## src/rtl/svcd_pkg.sv

```systemverilog
// ----------------------------------------------------------------------------
// svcd_pkg
// Shared types and constants for the servo width command decoder: command
// codes, register indexes, reset widths and the command record that passes
// from the byte parser to the width unit.
// ----------------------------------------------------------------------------
package svcd_pkg;

	// byte codes that open a command
	localparam logic [7:0] CMD_SET   = 8'd1;
	localparam logic [7:0] CMD_DELTA = 8'd170;

	// configuration register indexes
	localparam int CFG_IDX_W = 2;
	localparam logic [CFG_IDX_W-1:0] REG_NEUTRAL = 2'd0;
	localparam logic [CFG_IDX_W-1:0] REG_MIN     = 2'd1;
	localparam logic [CFG_IDX_W-1:0] REG_MAX     = 2'd2;

	// widths and reset values
	localparam int WIDTH_W = 16;
	localparam logic [WIDTH_W-1:0] NEUTRAL_RST = 16'd1500;
	localparam logic [WIDTH_W-1:0] MIN_RST     = 16'd1300;
	localparam logic [WIDTH_W-1:0] MAX_RST     = 16'd1700;
	localparam logic [WIDTH_W-1:0] PULSE_RST   = 16'd1500;

	// command queue between parser and width unit
	localparam int CQ_DEPTH = 2;
	localparam int CQ_PTR_W = $clog2(CQ_DEPTH);
	localparam int CQ_CNT_W = $clog2(CQ_DEPTH + 1);

	// command kinds as reported on the result side
	localparam logic KIND_SET   = 1'b0;
	localparam logic KIND_DELTA = 1'b1;

	// one decoded command: set carries right/left, delta carries the delta in w0
	typedef struct packed {
		logic               kind;
		logic [WIDTH_W-1:0] w0;
		logic [WIDTH_W-1:0] w1;
	} cmd_t;

endpackage

```

## src/rtl/svcd_front.sv

```systemverilog
// ----------------------------------------------------------------------------
// svcd_front
// Byte parser: walks the command phases one received byte at a time,
// gathers the payload bytes and emits one command record per complete
// command.
// ----------------------------------------------------------------------------
module svcd_front (
	input  logic               clk,
	input  logic               arst_n,
	input  logic               push,
	input  logic [7:0]         rx_byte,
	input  logic               stall,
	output logic               full,
	output logic               cmd_valid,
	output svcd_pkg::cmd_t     cmd
);
	import svcd_pkg::*;

	typedef enum logic [6:0] {
		PH_IDLE   = 7'b0000001,
		PH_SET1   = 7'b0000010,
		PH_SET2   = 7'b0000100,
		PH_SET3   = 7'b0001000,
		PH_SET4   = 7'b0010000,
		PH_DELTA1 = 7'b0100000,
		PH_DELTA2 = 7'b1000000
	} phase_t;

	phase_t      phase_q, phase_d;
	logic [23:0] part_q, part_d;
	logic        accept;

	assign full   = stall;
	assign accept = push && !stall;

	// next phase, payload gathering and command emission
	always_comb begin
		phase_d   = phase_q;
		part_d    = part_q;
		cmd_valid = 1'b0;
		cmd       = '0;
		if (accept) begin
			unique case (phase_q)
				PH_SET1: begin
					part_d[7:0] = rx_byte;
					phase_d     = PH_SET2;
				end
				PH_SET2: begin
					part_d[15:8] = rx_byte;
					phase_d      = PH_SET3;
				end
				PH_SET3: begin
					part_d[23:16] = rx_byte;
					phase_d       = PH_SET4;
				end
				PH_SET4: begin
					cmd_valid = 1'b1;
					cmd.kind  = KIND_SET;
					cmd.w0    = part_q[15:0];
					cmd.w1    = {rx_byte, part_q[23:16]};
					part_d    = '0;
					phase_d   = PH_IDLE;
				end
				PH_DELTA1: begin
					part_d  = {16'd0, rx_byte};
					phase_d = PH_DELTA2;
				end
				PH_DELTA2: begin
					cmd_valid = 1'b1;
					cmd.kind  = KIND_DELTA;
					cmd.w0    = {rx_byte, part_q[7:0]};
					part_d    = '0;
					phase_d   = PH_IDLE;
				end
				default: begin
					// idle: look for a command opener, drop anything else
					part_d = '0;
					if (rx_byte == CMD_SET) begin
						phase_d = PH_SET1;
					end else if (rx_byte == CMD_DELTA) begin
						phase_d = PH_DELTA1;
					end else begin
						phase_d = PH_IDLE;
					end
				end
			endcase
		end
	end

	// phase and payload registers
	always_ff @(posedge clk or negedge arst_n) begin
		if (!arst_n) begin
			phase_q <= PH_IDLE;
			part_q  <= '0;
		end else begin
			phase_q <= phase_d;
			part_q  <= part_d;
		end
	end

endmodule

```

## src/rtl/svcd_cmd_fifo.sv

```systemverilog
// ----------------------------------------------------------------------------
// svcd_cmd_fifo
// Short command queue between the parser and the width unit, so that the
// parser keeps taking bytes while a result waits to be taken.
// ----------------------------------------------------------------------------
module svcd_cmd_fifo (
	input  logic               clk,
	input  logic               arst_n,
	input  logic               wr_en,
	input  svcd_pkg::cmd_t     wr_cmd,
	input  logic               rd_en,
	output svcd_pkg::cmd_t     rd_cmd,
	output logic               cq_full,
	output logic               cq_empty
);
	import svcd_pkg::*;

	cmd_t                mem_q [CQ_DEPTH];
	logic [CQ_PTR_W-1:0] wr_ptr_q;
	logic [CQ_PTR_W-1:0] rd_ptr_q;
	logic [CQ_CNT_W-1:0] cnt_q;
	logic                do_wr;
	logic                do_rd;

	assign cq_full  = (cnt_q == CQ_CNT_W'(CQ_DEPTH));
	assign cq_empty = (cnt_q == '0);
	assign do_wr    = wr_en && !cq_full;
	assign do_rd    = rd_en && !cq_empty;
	assign rd_cmd   = mem_q[rd_ptr_q];

	// storage
	always_ff @(posedge clk) begin
		if (do_wr) begin
			mem_q[wr_ptr_q] <= wr_cmd;
		end
	end

	// pointers and fill count
	always_ff @(posedge clk or negedge arst_n) begin
		if (!arst_n) begin
			wr_ptr_q <= '0;
			rd_ptr_q <= '0;
			cnt_q    <= '0;
		end else begin
			if (do_wr) begin
				wr_ptr_q <= wr_ptr_q + 1'b1;
			end
			if (do_rd) begin
				rd_ptr_q <= rd_ptr_q + 1'b1;
			end
			if (do_wr && !do_rd) begin
				cnt_q <= cnt_q + 1'b1;
			end else if (do_rd && !do_wr) begin
				cnt_q <= cnt_q - 1'b1;
			end
		end
	end

endmodule

```

## src/rtl/svcd_back.sv

```systemverilog
// ----------------------------------------------------------------------------
// svcd_back
// Width unit: holds the limits and both pulse widths, carries out set and
// delta commands and keeps the result in an output register.
// ----------------------------------------------------------------------------
module svcd_back (
	input  logic                           clk,
	input  logic                           arst_n,
	input  logic                           cfg_we,
	input  logic [svcd_pkg::CFG_IDX_W-1:0] cfg_index,
	input  logic [svcd_pkg::WIDTH_W-1:0]   cfg_data,
	input  logic                           cmd_avail,
	input  svcd_pkg::cmd_t                 cmd,
	output logic                           cmd_take,
	input  logic                           pop,
	output logic                           empty,
	output logic [svcd_pkg::WIDTH_W-1:0]   right_width,
	output logic [svcd_pkg::WIDTH_W-1:0]   left_width,
	output logic                           command_kind,
	output logic                           applied
);
	import svcd_pkg::*;

	logic [WIDTH_W-1:0] neutral_q, min_q, max_q;
	logic [WIDTH_W-1:0] right_q, left_q;
	logic [WIDTH_W-1:0] new_r, new_l;
	logic               ok;
	logic               out_valid_q;
	logic [WIDTH_W-1:0] right_out_q, left_out_q;
	logic               kind_out_q, applied_out_q;

	// width stays strictly on its side of neutral and inside the limits
	function automatic logic side_kept(
		input logic [WIDTH_W-1:0] old_w,
		input logic [WIDTH_W-1:0] new_w,
		input logic [WIDTH_W-1:0] neutral,
		input logic [WIDTH_W-1:0] lo,
		input logic [WIDTH_W-1:0] hi
	);
		logic above;
		logic below;
		above = (old_w > neutral) && (new_w > neutral);
		below = (old_w < neutral) && (new_w < neutral);
		return (above || below) && (new_w >= lo) && (new_w <= hi);
	endfunction

	// take a command when the output register is free or being emptied
	assign cmd_take = cmd_avail && (!out_valid_q || pop);

	// delta arithmetic, modulo 2^16
	assign new_r = right_q - cmd.w0;
	assign new_l = left_q + cmd.w0;
	assign ok    = side_kept(right_q, new_r, neutral_q, min_q, max_q) &&
	               side_kept(left_q, new_l, neutral_q, min_q, max_q);

	// configuration registers
	always_ff @(posedge clk or negedge arst_n) begin
		if (!arst_n) begin
			neutral_q <= NEUTRAL_RST;
			min_q     <= MIN_RST;
			max_q     <= MAX_RST;
		end else if (cfg_we) begin
			case (cfg_index)
				REG_NEUTRAL: neutral_q <= cfg_data;
				REG_MIN:     min_q     <= cfg_data;
				REG_MAX:     max_q     <= cfg_data;
				default:     ;
			endcase
		end
	end

	// pulse widths and result valid
	always_ff @(posedge clk or negedge arst_n) begin
		if (!arst_n) begin
			right_q     <= PULSE_RST;
			left_q      <= PULSE_RST;
			out_valid_q <= 1'b0;
		end else begin
			if (cmd_take) begin
				out_valid_q <= 1'b1;
				if (cmd.kind == KIND_SET) begin
					right_q <= cmd.w0;
					left_q  <= cmd.w1;
				end else if (ok) begin
					right_q <= new_r;
					left_q  <= new_l;
				end
			end else if (pop) begin
				out_valid_q <= 1'b0;
			end
		end
	end

	// result payload
	always_ff @(posedge clk) begin
		if (cmd_take) begin
			kind_out_q <= cmd.kind;
			if (cmd.kind == KIND_SET) begin
				right_out_q   <= cmd.w0;
				left_out_q    <= cmd.w1;
				applied_out_q <= 1'b1;
			end else begin
				right_out_q   <= ok ? new_r : right_q;
				left_out_q    <= ok ? new_l : left_q;
				applied_out_q <= ok;
			end
		end
	end

	assign empty        = !out_valid_q;
	assign right_width  = right_out_q;
	assign left_width   = left_out_q;
	assign command_kind = kind_out_q;
	assign applied      = applied_out_q;

endmodule

```

## src/rtl/servo_width_command_decoder_top.sv

```systemverilog
// ----------------------------------------------------------------------------
// servo_width_command_decoder_top
// Serial command decoder that keeps the right and left motor pulse widths.
// ----------------------------------------------------------------------------
// Takes one received byte per clock while full is low and returns one result
// item per completed set or delta command. A command's result reaches the
// result ports through two registers: the byte parser writes the command into
// the two-entry command queue when it takes the last byte, and the width unit
// moves it into the output register once that register is free or popped.
// While results are popped, the width unit finishes one command per cycle and
// bytes are taken every cycle; when results are held back the queue fills and
// full rises until a result is taken. Limits are written through
// cfg_we/cfg_index/cfg_data and should be changed only while no command is
// in flight.
module servo_width_command_decoder_top (
	input  logic                           clk,
	input  logic                           arst_n,
	input  logic                           cfg_we,
	input  logic [svcd_pkg::CFG_IDX_W-1:0] cfg_index,
	input  logic [svcd_pkg::WIDTH_W-1:0]   cfg_data,
	input  logic                           push,
	output logic                           full,
	input  logic [7:0]                     rx_byte,
	output logic                           empty,
	input  logic                           pop,
	output logic [svcd_pkg::WIDTH_W-1:0]   right_width,
	output logic [svcd_pkg::WIDTH_W-1:0]   left_width,
	output logic                           command_kind,
	output logic                           applied
);
	import svcd_pkg::*;

	logic cmd_valid;
	cmd_t cmd_in;
	cmd_t cmd_out;
	logic cq_full;
	logic cq_empty;
	logic cq_pop;

	// byte parser
	svcd_front u_front (
		.clk       (clk),
		.arst_n    (arst_n),
		.push      (push),
		.rx_byte   (rx_byte),
		.stall     (cq_full),
		.full      (full),
		.cmd_valid (cmd_valid),
		.cmd       (cmd_in)
	);

	// command queue
	svcd_cmd_fifo u_cq (
		.clk      (clk),
		.arst_n   (arst_n),
		.wr_en    (cmd_valid),
		.wr_cmd   (cmd_in),
		.rd_en    (cq_pop),
		.rd_cmd   (cmd_out),
		.cq_full  (cq_full),
		.cq_empty (cq_empty)
	);

	// width unit
	svcd_back u_back (
		.clk          (clk),
		.arst_n       (arst_n),
		.cfg_we       (cfg_we),
		.cfg_index    (cfg_index),
		.cfg_data     (cfg_data),
		.cmd_avail    (!cq_empty),
		.cmd          (cmd_out),
		.cmd_take     (cq_pop),
		.pop          (pop),
		.empty        (empty),
		.right_width  (right_width),
		.left_width   (left_width),
		.command_kind (command_kind),
		.applied      (applied)
	);

`ifndef ASSERT_OFF
	// a set command always applies its widths
	a_set_applied: assert property (@(posedge clk) disable iff (!arst_n)
		(!empty && command_kind == KIND_SET) |-> applied)
		else $error("set command result not marked applied");

	// queue never reports full and empty together
	a_cq_flags: assert property (@(posedge clk) disable iff (!arst_n)
		!(cq_full && cq_empty))
		else $error("command queue full and empty at once");

	// a popped result with nothing behind it leaves the output empty
	a_pop_drains: assert property (@(posedge clk) disable iff (!arst_n)
		(pop && !empty && !cq_pop) |=> empty)
		else $error("result still shown after pop with no new command");

	// the width unit never takes a command it has no room for
	a_take_room: assert property (@(posedge clk) disable iff (!arst_n)
		cq_pop |-> (!cq_empty && (empty || pop)))
		else $error("command taken without room in the output register");
`endif

endmodule
```

## config.mk

```make
export PLATFORM = sky130hd
export DESIGN_NAME = servo_width_command_decoder_top
export DESIGN_NICKNAME = d
export VERILOG_FILES = /design/src/rtl/svcd_pkg.sv /design/src/rtl/svcd_front.sv /design/src/rtl/svcd_cmd_fifo.sv /design/src/rtl/svcd_back.sv /design/src/rtl/servo_width_command_decoder_top.sv
export SDC_FILE = /design/constraint.sdc
export NUM_CORES = 1
export LEC_CHECK = 0
export ABC_AREA = 1
export BUFFER_PORTS_ARGS = -buffer_cell sky130_fd_sc_hd__buf_2
export CAP_MARGIN = 20
export CORE_UTILIZATION = 57
export DETAILED_ROUTE_END_ITERATION = 16
export GPL_TIMING_DRIVEN = 0
export PLACE_DENSITY = 0.78
export SYNTH_ARGS = -nofsm -noshare
export SYNTH_HDL_FRONTEND = slang
export SYNTH_HIERARCHICAL = 1
export SYNTH_SLANG_ARGS = --single-unit
```

## constraint.sdc

```tcl
create_clock -name clk -period 3.75 [get_ports clk]
set_clock_uncertainty 0.1 [all_clocks]
set_input_delay 0.75 -clock clk [delete_from_list [all_inputs] [get_ports clk]]
set_output_delay 0.75 -clock clk [all_outputs]
set_load 0.01 [all_outputs]
```

# --- After elaboration in Yosys (flattened, before gate mapping) ---
# Memories as Yosys holds them, arrays and structs flattened.
# Cells that the tools add are included.
op_classes:
  addsub: 6
  n_lt_le_gt_ge: 12
  eq_ne: 11
  muxes: 21
  bitwise: 3
  reduce_logical: 38
op_table:
  columns: ["cell", "count"]
  rows:
  - ["16-bit two-way mux", 5]
  - ["16-bit greater-than comparator", 4]
  - ["16-bit less-than comparator", 4]
  - ["8-bit one-hot mux with 2 select lines", 3]
  - ["7-bit one-hot mux with 5 select lines", 1]
  - ["17-bit one-hot mux with 2 select lines", 1]
  - ["33-bit two-way mux", 1]
  - ["16-bit >= comparator", 2]
  - ["16-bit <= comparator", 2]
  - ["16-bit adder", 1]
  - ["16-bit subtractor", 1]
  - ["1-bit logical AND", 15]
  - ["6-bit two-way mux", 2]
  - ["2-bit AND reduction", 6]
  - ["2-bit OR reduction", 5]
  - ["8-bit by 1-bit == test with 1-bit output (second input constant)", 1]
  - ["8-bit == test (second input constant)", 1]
  - ["7-bit by 2-bit == test with 1-bit output (second input constant)", 1]
  - ["7-bit by 3-bit == test with 1-bit output (second input constant)", 1]
  - ["7-bit by 4-bit == test with 1-bit output (second input constant)", 1]
  - ["7-bit by 5-bit == test with 1-bit output (second input constant)", 1]
  - ["7-bit by 6-bit == test with 1-bit output (second input constant)", 1]
  - ["7-bit == test (second input constant)", 1]
  - ["1-bit two-way mux", 6]
  - ["11 further kinds", 24]
word_totals:
  register_bits: 150
  ramBits: 66
  in_bits: 31
  output_inout_bits: 36
  wordCells: 109
  n_memories: 1
memory_table:
  columns: ["memory", "words", "word_bits", "rd", "rd_clocked_by_memory_dff", "wr", "line", "source"]
  rows:
  - ["u_cq.mem_q", 2, 33, 1, 0, 1, "svcd_cmd_fifo.sv:18", "cmd_t mem_q [CQ_DEPTH];"]

# --- Longest topological paths before layout ---
# Gate-level depths: netlist (run 1).
# An unclocked memory read counts as a cell.
depth:
  depth_word: 10
  ltp_mapped: 31
  ltp_nobuf: 28

# --- Modules after synthesis ---
# The synthesis (run 1) kept the hierarchy.
by_module_without_submodules:
  columns: ["mod", "n_inst", "cells_per_inst", "area_each_um2", "seq_area_each_um2"]
  rows:
  - ["svcd_back", 1, 1227, 9959.6, 3085.5]
  - ["svcd_cmd_fifo", 1, 204, 2641.3, 2082.0]
  - ["svcd_front", 1, 265, 1895.6, 777.0]
  - ["servo_width_command_decoder_top", 1, 1, 3.8, 0.0]

# --- Worst setup path after synthesis (run 1) ---
# Ideal clock, no wire load.
synth_path:
  kind: "reg2reg"
  from: "reg u_cq.rd_ptr_q"
  to: "reg u_back.left_out_q[1] (netlist: u_back/left_width[1]) (data pin)"
  arrival_ns: 3.564
  required_time_ns: 3.387
  setup_slack_ns: -0.177
  path_stages_with_launch: 25
  n_path_buf: 3
  path_cell_list: "dfrtp_1 > buf_2 > inv_2 > buf_6 > nand2_1 > nand2_1 > inv_1 > fa_1 > a21oi_1 > o21ai_1 > a21oi_1 > o21ai_1 > xor2_1 > ha_1 > nand2_1 > nor2_1 > a21oi_1 > nand2_1 > nand2_1 > nand2_8 > nor2_4 > nand3_4 > buf_6 > nand3_2 > nand3_2"
synth_rtl:
  columns: ["element", "line", "source"]
  rows:
  - ["start: declaration", "svcd_cmd_fifo.sv:20", "logic [CQ_PTR_W-1:0] rd_ptr_q;"]
  - ["start signal: assignment", "svcd_cmd_fifo.sv:49", "rd_ptr_q <= rd_ptr_q + 1'b1;"]
  - ["end signal: assignment", "svcd_back.sv:100", "left_out_q <= cmd.w1;"]
  - ["end signal: assignment", "svcd_back.sv:104", "left_out_q <= ok ? new_l : left_q;"]
  - ["end: declaration", "svcd_back.sv:29", "logic [WIDTH_W-1:0] right_out_q, left_out_q;"]

==> tab_implementation.tex, run 1 <==
\begin{tabular}{lr}
\hline
Metric & Value \\
\hline
\multicolumn{2}{l}{\textbf{Run status}} \\
Result of the run & complete, but fails checks \\
Violated checks & negative setup slack \\
\multicolumn{2}{l}{\textbf{Route}} \\
First-pass iteration count of the detailed router & 7 \\
Number of routed nets with antenna violations & 0 \\
DR vias & 12860 \\
Number of DRC markers after the initial detailed-route iteration & 1206 \\
Final routed wirelength across all metal layers & 43540 um \\
DRC errors left & 0 \\
Via/cell ratio & 5.847 \\
WL per Instance & 19.79 um \\
\multicolumn{2}{l}{\textbf{GRT}} \\
Maximum number of pins on one net before global-route repair & 72 \\
Initial antenna violation count & 0 \\
Remaining global-route overflow & 0 \\
Wire length of the first global-routing pass & 63140 um \\
Total routing resource utilization after global routing & 0.3112 \\
Number of global-route vias before repair & 12090 \\
\multicolumn{2}{l}{\textbf{Setup path}} \\
Peak per-stage delay on the critical path & 0.41 ns \\
Startpoint type of the worst setup path & flop \\
Critical-path cell with the highest stage delay & sky130\_fd\_sc\_hd\_\_ha\_2 \\
Endpoint type of the worst setup path & flop \\
Largest driver fanout on the critical path & 9 \\
Cell family with the largest share of critical-path delay & simple AND/OR/NAND/NOR gates \\
Worst EP required & 3.91 ns \\
Worst path buffer plus inverter count & 5 \\
Critical path class & reg -> reg \\
Arrival time reported for the critical path endpoint & 4.63 ns \\
Ordered cell list for the critical path & buf\_6 -> inv\_8 -> buf\_8 -> nand2\_1 -> nand2\_4 -> ha\_2 -> nand2\_1 -> nor2\_1 -> nand3\_2 -> nand2\_2 -> xor2\_4 -> ha\_1 -> a21oi\_1 -> o21ai\_0 -> a21oi\_1 -> nand2\_1 -> nand2\_2 -> nand2\_8 -> nor2\_4 -> nand3\_4 -> buf\_4 -> buf\_16 -> nand3\_2 -> nand3\_2 \\
\multicolumn{2}{l}{\textbf{Synth}} \\
Number of enable flip-flop cells after synthesis & 100 \\
Flops \& latches, synth & 216 \\
Synthesized Nets & 1889 \\
Sequential fraction of the synthesis area & 0.4100 \\
Share of synthesized flip-flops with an asynchronous set or reset & 0.5370 \\
Most used standard cells in the synthesized netlist & sky130\_fd\_sc\_hd\_\_nand2\_1 (536), sky130\_fd\_sc\_hd\_\_inv\_1 (181), sky130\_fd\_sc\_hd\_\_ha\_1 (159) \\
Top cells by area in the synthesized netlist & sky130\_fd\_sc\_hd\_\_edfxtp\_1 (21\%), sky130\_fd\_sc\_hd\_\_dfrtp\_1 (15\%), sky130\_fd\_sc\_hd\_\_nand2\_1 (14\%) \\
Syn. warnings & 6 \\
Area share of the largest cell type after synthesis & 0.2071 \\
Netlist cell types & 53 \\
Dominant cell by count in the synthesized netlist & sky130\_fd\_sc\_hd\_\_nand2\_1 \\
Count of mapped cells out of synthesis & 1697 \\
Library cell occupying the most area in the post-synthesis netlist & sky130\_fd\_sc\_hd\_\_edfxtp\_1 \\
Syn\_area\_per\_cell & 8.545 um\^{}2 \\
Post-synth design cell area & 14500 um\^{}2 \\
Primary flip-flop cell chosen by synthesis mapping & sky130\_fd\_sc\_hd\_\_edfxtp\_1 \\
\multicolumn{2}{l}{\textbf{Place}} \\
Final HPWL DP & 30360 um \\
Port Buf Inserts & 66 \\
Global placement routability congestion & 0.9341 \\
\multicolumn{2}{l}{\textbf{Cells and area}} \\
Layout-stage area growth over the synthesis result & 25.39\% \\
Layout cells sized above 1 & 0.2872 \\
\# nets final & 2045 \\
Final standard cell utilization of the core & 0.7262 \\
Number of antenna cells inserted & 0 \\
\multicolumn{2}{l}{\textbf{Clock network}} \\
CTS clk-pin slew, worst paths & 0.06 ns \\
Root Driver & sky130\_fd\_sc\_hd\_\_clkbuf\_16 \\
Clock buffer count from CTS & 23 \\
CTS sink cnt & 216 \\
CTS tree & built \\
CTS H-tree lvls & 1 \\
Number of buffers inserted by hold repair at cts & 0 \\
Number of buffers on the longest clock path & 3 \\
Clk Latency, worst-skew pair & 0.53 ns \\
\multicolumn{2}{l}{\textbf{STA}} \\
Highest clock rate & 0.2238 GHz \\
Worst Max-Slew Pin Slew & 0.9661 ns \\
Period utilization & 1.191 \\
Crit path setup slack, layout & -0.7173 ns \\
Number of endpoints failing setup at the final stage & 65 \\
Slew Limit Headroom & 0.3544 \\
Final worst path period need & 4.467 ns \\
Pins Over Slew Limit & 0 \\
Setup repair after global routing missed its margin & yes \\
Number of hold violations in the final report & 0 \\
\multicolumn{2}{l}{\textbf{Floorplanning}} \\
Die extent in y & 161.5 um \\
\# rows & 58 \\
Die span in x & 161.5 um \\
Boundary Pins & 67 \\
DIE AREA & 26080 um\^{}2 \\
Core ar. & 25040 um\^{}2 \\
Starting density of the core & 0.5792 \\
\multicolumn{2}{l}{\textbf{Min path}} \\
HP Class & in -> async \\
\multicolumn{2}{l}{\textbf{Run}} \\
Number of max-cap violations & 0 \\
\hline
\end{tabular}
## final timing paths
path,start,to,slack [ns],cells past startpoint
worst max-delay path,u_cq/rd_ptr_q$_DFFE_PN0P_,u_back/right_width[3]$_DFFE_PP_,-0.72,24
worst min-delay path,arst_n,u_back/max_q[3]$_DFFE_PN0P_,0.05,1
worst max register to register,u_cq/rd_ptr_q$_DFFE_PN0P_,u_back/right_width[3]$_DFFE_PP_,-0.72,24
worst min register to register,u_back/neutral_q[13]$_DFFE_PN0P_,u_back/neutral_q[13]$_DFFE_PN0P_,0.38,2
max in group asynchronous,arst_n,u_front/phase_q[0]$_DFFE_PN1P_,2.75,2
min in group clk,cfg_data[4],u_back/neutral_q[4]$_DFFE_PN1P_,0.38,3
## state kept, by name, indices dropped and copies added (netlist names), 2 cells and up
| register | cells |
|---|---|
| u_cq/cnt_q | 2 |
| u_front/phase_q | 7 |
| u_back/neutral_q | 16 |
| u_front/part_q | 24 |
| u_cq/mem_q | 66 |
| u_back/left_q | 16 |
| u_back/max_q | 16 |
| u_back/min_q | 16 |
| u_back/right_q | 16 |
| u_back/left_width | 16 |
| u_back/right_width | 16 |
## timing repair
item | in CTS | in global routing
buffers inserted | 23 | 34
cloned | 2 | 4
gates resized for setup | 101 | 193
pin swaps | 39 | 70
hold endpoints to repair | 0 | 0
endpoints found under the setup margin | 65 | 65
## logic make-up after synthesis
logic type / share of synthesized area
adder cells (fa/ha/maj): 0.1400
flip-flops: 0.4100
buffers and inverters: 0.07956
XOR/XNOR: 0.01743
AO/OA/AOI/OAI: 0.07412
AND/OR/NAND/NOR: 0.2790
## final cells by class
type | count | area (um^2)
clock buffer | 31 | 605.6
sequential | 216 | 5944
tap | 330 | 412.9
multi-input combinational | 1241 | 8886
inverter | 194 | 759.5
fill | 1740 | 6854
buffer | 46 | 481.7
clock inverter | 11 | 125.1
timing repair buffer | 131 | 967.2
## cell usage in the layout (no fill, tap or decap), types with 11 or more instances in the layout
cell,Yosys,routed
sky130_fd_sc_hd__nand3_4,2,11
sky130_fd_sc_hd__inv_1,181,175
sky130_fd_sc_hd__nor2_2,9,18
sky130_fd_sc_hd__nand3_2,62,65
sky130_fd_sc_hd__dfrtp_1,85,85
sky130_fd_sc_hd__ha_4,0,40
sky130_fd_sc_hd__a21oi_2,0,20
sky130_fd_sc_hd__nand2_1,536,482
sky130_fd_sc_hd__nand2_2,9,41
sky130_fd_sc_hd__edfxtp_1,100,100
sky130_fd_sc_hd__clkbuf_1,10,18
sky130_fd_sc_hd__nand4_1,44,44
sky130_fd_sc_hd__o21ai_1,14,16
sky130_fd_sc_hd__clkbuf_16,0,24
sky130_fd_sc_hd__nand3_1,64,52
sky130_fd_sc_hd__buf_6,9,12
sky130_fd_sc_hd__clkbuf_8,12,13
sky130_fd_sc_hd__a21oi_1,88,63
sky130_fd_sc_hd__dfstp_2,31,31
sky130_fd_sc_hd__o21ai_0,77,67
sky130_fd_sc_hd__buf_2,8,69
sky130_fd_sc_hd__nor2_1,94,83
sky130_fd_sc_hd__nand2_4,8,26
sky130_fd_sc_hd__buf_4,2,56
sky130_fd_sc_hd__ha_1,159,114
## layer usage
layer  global-route usage  routed length (um)  vias up
met5                    0                   0        -
met4               0.1359                2774        0
met3              0.04212                3586      220
met2               0.5441               20860      656
met1               0.3839               16320     6056
li1                     -                   -     5932
## per-stage QoR
| stage | instances | instance area (um^2) | setup WS, ns | hold WS, ns | setup TNS [ns] |
|---|---|---|---|---|---|
| 3_3_place_gp | 2093 | 15310 | -1.151 | 0.3619 | -87.32 |
| 6_report | 2200 | 18180 | -0.7173 | 0.04927 | -41.40 |
| 3_5_place_dp | 2095 | 15380 | -1.147 | 0.3666 | -69.45 |
| 2_1_floorplan | 1697 | 14560 | 0.001458 | 0.3490 | 0 |
| 5_1_grt | 2200 | 18180 | -0.7862 | 0.08073 | -46.68 |
| 4_1_cts | 2162 | 16860 | -0.6151 | 0.06456 | -36.55 |
Power of run 1 is not shown: default switching activity piles up to over one toggle a cycle in this logic, so the estimate is an artifact.
==> run 2, diff against run 1 <==
--- a/config.mk
+++ b/config.mk
@@ -5,13 +5,13 @@
 export SDC_FILE = /design/constraint.sdc
 export NUM_CORES = 1
 export LEC_CHECK = 0
-export ABC_AREA = 1
 export BUFFER_PORTS_ARGS = -buffer_cell sky130_fd_sc_hd__buf_2
 export CAP_MARGIN = 20
-export CORE_UTILIZATION = 57
+export CORE_UTILIZATION = 67
+export CTS_CLUSTER_SIZE = 14
 export DETAILED_ROUTE_END_ITERATION = 16
 export GPL_TIMING_DRIVEN = 0
-export PLACE_DENSITY = 0.78
+export PLACE_DENSITY = 0.86
 export SYNTH_ARGS = -nofsm -noshare
 export SYNTH_HDL_FRONTEND = slang
 export SYNTH_HIERARCHICAL = 1
==> constraint.sdc (replaced) <==
create_clock -name clk -period 5.7 [get_ports clk]
set_clock_uncertainty 0.1 [all_clocks]
set_input_delay 1.14 -clock clk [delete_from_list [all_inputs] [get_ports clk]]
set_output_delay 1.14 -clock clk [all_outputs]
set_load 0.01 [all_outputs]
==> tab_implementation.tex, run 2 <==
\begin{tabular}{lr}
\hline
Metric & Value \\
\hline
\multicolumn{2}{l}{\textbf{Cells and area}} \\
Largest registers ranked by flip-flop count & u\_cq/mem\_q x66, u\_front/part\_q x24 \\
Number of antenna cells inserted & 0 \\
Layout-stage area growth over the synthesis result & 17.79\% \\
Number of flip-flops under the largest register name & 66 \\
Layout cells sized above 1 & 0.2503 \\
Final Cell Area & 16240 um\^{}2 \\
\# nets final & 1613 \\
Leading cell type in the layout, fill and taps excluded & sky130\_fd\_sc\_hd\_\_ha\_1 \\
Most frequent cells in the layout & sky130\_fd\_sc\_hd\_\_ha\_1 (157), sky130\_fd\_sc\_hd\_\_nand2\_1 (140), sky130\_fd\_sc\_hd\_\_edfxtp\_1 (100), sky130\_fd\_sc\_hd\_\_inv\_1 (96), sky130\_fd\_sc\_hd\_\_dfrtp\_1 (85) \\
Biggest register & u\_cq/mem\_q \\
\multicolumn{2}{l}{\textbf{Route}} \\
Number of DRC markers after the initial detailed-route iteration & 1456 \\
First-pass iteration count of the detailed router & 6 \\
Via/cell ratio & 6.803 \\
WL per Instance & 24.49 um \\
DRC errors left & 0 \\
DR vias & 11620 \\
Final routed wirelength across all metal layers & 41830 um \\
Number of routed nets with antenna violations & 0 \\
\multicolumn{2}{l}{\textbf{Clock network}} \\
Number of buffers on the longest clock path & 3 \\
Root Driver & sky130\_fd\_sc\_hd\_\_clkbuf\_16 \\
CTS H-tree lvls & 1 \\
CTS sink cnt & 216 \\
CTS clk-pin slew, worst paths & 0.06 ns \\
Clock buffer count from CTS & 23 \\
Clk Latency, worst-skew pair & 0.54 ns \\
CTS tree & built \\
\multicolumn{2}{l}{\textbf{Synth}} \\
Share of synthesized flip-flops with an asynchronous set or reset & 0.5370 \\
Dominant cell by count in the synthesized netlist & sky130\_fd\_sc\_hd\_\_ha\_1 \\
Library cell occupying the most area in the post-synthesis netlist & sky130\_fd\_sc\_hd\_\_edfxtp\_1 \\
Most used standard cells in the synthesized netlist & sky130\_fd\_sc\_hd\_\_ha\_1 (159), sky130\_fd\_sc\_hd\_\_nand2\_1 (141), sky130\_fd\_sc\_hd\_\_edfxtp\_1 (100) \\
Number of enable flip-flop cells after synthesis & 100 \\
Netlist cell types & 75 \\
Sequential fraction of the synthesis area & 0.4312 \\
Syn\_area\_per\_cell & 10.66 um\^{}2 \\
Synthesized Nets & 1485 \\
Post-synth design cell area & 13790 um\^{}2 \\
Area share of the largest cell type after synthesis & 0.2178 \\
Syn. warnings & 6 \\
Primary flip-flop cell chosen by synthesis mapping & sky130\_fd\_sc\_hd\_\_edfxtp\_1 \\
Top cells by area in the synthesized netlist & sky130\_fd\_sc\_hd\_\_edfxtp\_1 (22\%), sky130\_fd\_sc\_hd\_\_dfrtp\_1 (15\%), sky130\_fd\_sc\_hd\_\_ha\_1 (14\%) \\
Count of mapped cells out of synthesis & 1293 \\
Flops \& latches, synth & 216 \\
\multicolumn{2}{l}{\textbf{Run status}} \\
Result of the run & complete, but fails checks \\
Violated checks & negative setup slack \\
\multicolumn{2}{l}{\textbf{GRT}} \\
Maximum number of pins on one net before global-route repair & 89 \\
Number of global-route vias before repair & 10980 \\
Remaining global-route overflow & 0 \\
Total routing resource utilization after global routing & 0.3742 \\
Initial antenna violation count & 0 \\
Wire length of the first global-routing pass & 61200 um \\
\multicolumn{2}{l}{\textbf{STA}} \\
Highest clock rate & 0.1681 GHz \\
Number of endpoints failing setup at the final stage & 39 \\
Worst Max-Slew Pin Slew & 1.085 ns \\
Setup repair after global routing missed its margin & yes \\
Slew Limit Headroom & 0.2769 \\
Pins Over Slew Limit & 0 \\
Number of hold violations in the final report & 0 \\
Period utilization & 1.044 \\
Final worst path period need & 5.949 ns \\
Crit path setup slack, layout & -0.2485 ns \\
\multicolumn{2}{l}{\textbf{Setup path}} \\
Arrival time reported for the critical path endpoint & 6.16 ns \\
Reg2Reg Depth & 24 \\
Largest driver fanout on the critical path & 7 \\
Library cell appearing most often on the critical path & sky130\_fd\_sc\_hd\_\_buf\_12 \\
Origin of the critical flop-to-flop path & u\_cq/rd\_ptr\_q\$\_DFFE\_PN0P\_ \\
Ordered cell list for the critical path & buf\_6 -> buf\_12 -> mux2\_4 -> inv\_4 -> fa\_2 -> a211o\_1 -> a2111oi\_4 -> o31ai\_2 -> o41a\_1 -> a21o\_1 -> a21oi\_2 -> xnor2\_2 -> ha\_1 -> nand4\_1 -> a2111o\_1 -> o211ai\_1 -> nand2\_1 -> o32ai\_2 -> nand4\_1 -> buf\_6 -> buf\_12 -> buf\_12 -> buf\_12 -> o221ai\_2 \\
Worst path buffer plus inverter count & 7 \\
Startpoint type of the worst setup path & flop \\
Endpoint type of the worst setup path & flop \\
Register-to-register setup slack & -0.25 ns \\
End of the worst register-to-register path & u\_back/left\_width[4]\$\_DFFE\_PP\_ \\
Peak per-stage delay on the critical path & 0.43 ns \\
Critical path class & reg -> reg \\
Cell family with the largest share of critical-path delay & compound AO/OA/AOI/OAI gates \\
Worst EP required & 5.91 ns \\
Critical-path cell with the highest stage delay & sky130\_fd\_sc\_hd\_\_fa\_2 \\
\multicolumn{2}{l}{\textbf{Floorplanning}} \\
Boundary Pins & 67 \\
Die span in x & 145.5 um \\
\# rows & 52 \\
Starting density of the core & 0.6814 \\
DIE AREA & 21160 um\^{}2 \\
Core ar. & 20230 um\^{}2 \\
Die extent in y & 145.5 um \\
\multicolumn{2}{l}{\textbf{Min path}} \\
HP Class & in -> async \\
\multicolumn{2}{l}{\textbf{Place}} \\
Total cell area at the placement stage & 14520 um\^{}2 \\
Port Buf Inserts & 66 \\
Global placement routability congestion & 0.9992 \\
Final HPWL DP & 28080 um \\
\multicolumn{2}{l}{\textbf{Run}} \\
Number of max-cap violations & 0 \\
\hline
\end{tabular}
[run 2: cell count changes after synthesis, moves of 29 or more]
cell / delta
sky130_fd_sc_hd__mux2_4: +29
sky130_fd_sc_hd__a21oi_1: -31
sky130_fd_sc_hd__nand2_1: -395
sky130_fd_sc_hd__mux2_2: +38
sky130_fd_sc_hd__inv_1: -83
sky130_fd_sc_hd__o21ai_0: -40
sky130_fd_sc_hd__nor2_1: -63
sky130_fd_sc_hd__nand3_2: -62
[run 2: metal layers]
layer / up-vias / part of all wire / global-route usage
li1: 5090 / - / -
met1: 5515 / 0.39 / 0.4971
met2: 804 / 0.46 / 0.6147
met3: 211 / 0.098 / 0.05172
met4: 0 / 0.058 / 0.1684
met5: - / 0 / 0
[run 2: stage by stage]
step | setup slack [ns] | std cells | hold slack (ns) | setup TNS [ns] | util
floorplan | 0.3542 | 1293 | 0.3474 | 0 | -
global placement | -0.9042 | 1629 | 0.3600 | -37.69 | 0.7144
detailed placement | -0.9888 | 1631 | 0.3683 | -42.01 | 0.7175
CTS | -0.01851 | 1685 | 0.3735 | -0.05317 | 0.7651
global route | -0.3058 | 1708 | 0.3929 | -6.837 | 0.8026
finish | -0.2485 | 1708 | 0.3729 | -2.630 | 0.8026
[run 2: layout make-up]
type,instances,area (um^2)
repair buffers,103,720.7
multi-input cells,926,7752
flip-flops and latches,216,5944
plain buffers,51,381.6
clock inverters,9,60.06
clock buffers,33,663.1
well taps,270,337.8
inverters,100,379.1
fillers,1156,3995
[run 2: worst max path at each step]
| stage | slack, ns | endpoint | cells past startpoint | start |
|---|---|---|---|---|
| floorplan | 0.35 | u_back/right_width[10]$_DFFE_PP_ | 21 | u_cq/rd_ptr_q$_DFFE_PN0P_ |
| global placement | -0.90 | u_back/right_width[2]$_DFFE_PP_ | 21 | u_cq/rd_ptr_q$_DFFE_PN0P_ |
| detailed placement | -0.99 | u_back/right_width[2]$_DFFE_PP_ | 21 | u_cq/rd_ptr_q$_DFFE_PN0P_ |
| CTS | -0.02 | u_back/right_width[5]$_DFFE_PP_ | 23 | u_cq/rd_ptr_q$_DFFE_PN0P_ |
| global route | -0.31 | u_back/left_width[4]$_DFFE_PP_ | 23 | u_cq/rd_ptr_q$_DFFE_PN0P_ |
| finish | -0.25 | u_back/left_width[4]$_DFFE_PP_ | 24 | u_cq/rd_ptr_q$_DFFE_PN0P_ |
[run 2: kinds of logic (layout without fill, tap and decap cells)]
kind of cell / count (synthesis) / count (layout) / synth area share
simple gates: 332 / 332 / 0.1207
compound gates: 323 / 323 / 0.1633
flops: 216 / 216 / 0.4312
fa+ha+maj: 161 / 161 / 0.1472
buf+inv: 151 / 296 / 0.04719
mux: 73 / 73 / 0.06698
xor+xnor: 37 / 37 / 0.02350
[run 2: timing repair]
action / 4_1_cts / 5_1_grt
cloned: 0 / 4
setup buffers: 12 / 19
endpoints found under the hold margin: 0 / 0
hold buffers: 0 / 0
pin swaps: 13 / 22
gates resized for setup: 34 / 111
endpoints found under the setup margin: 65 / 65
Power of run 2 is left out for the same reason.
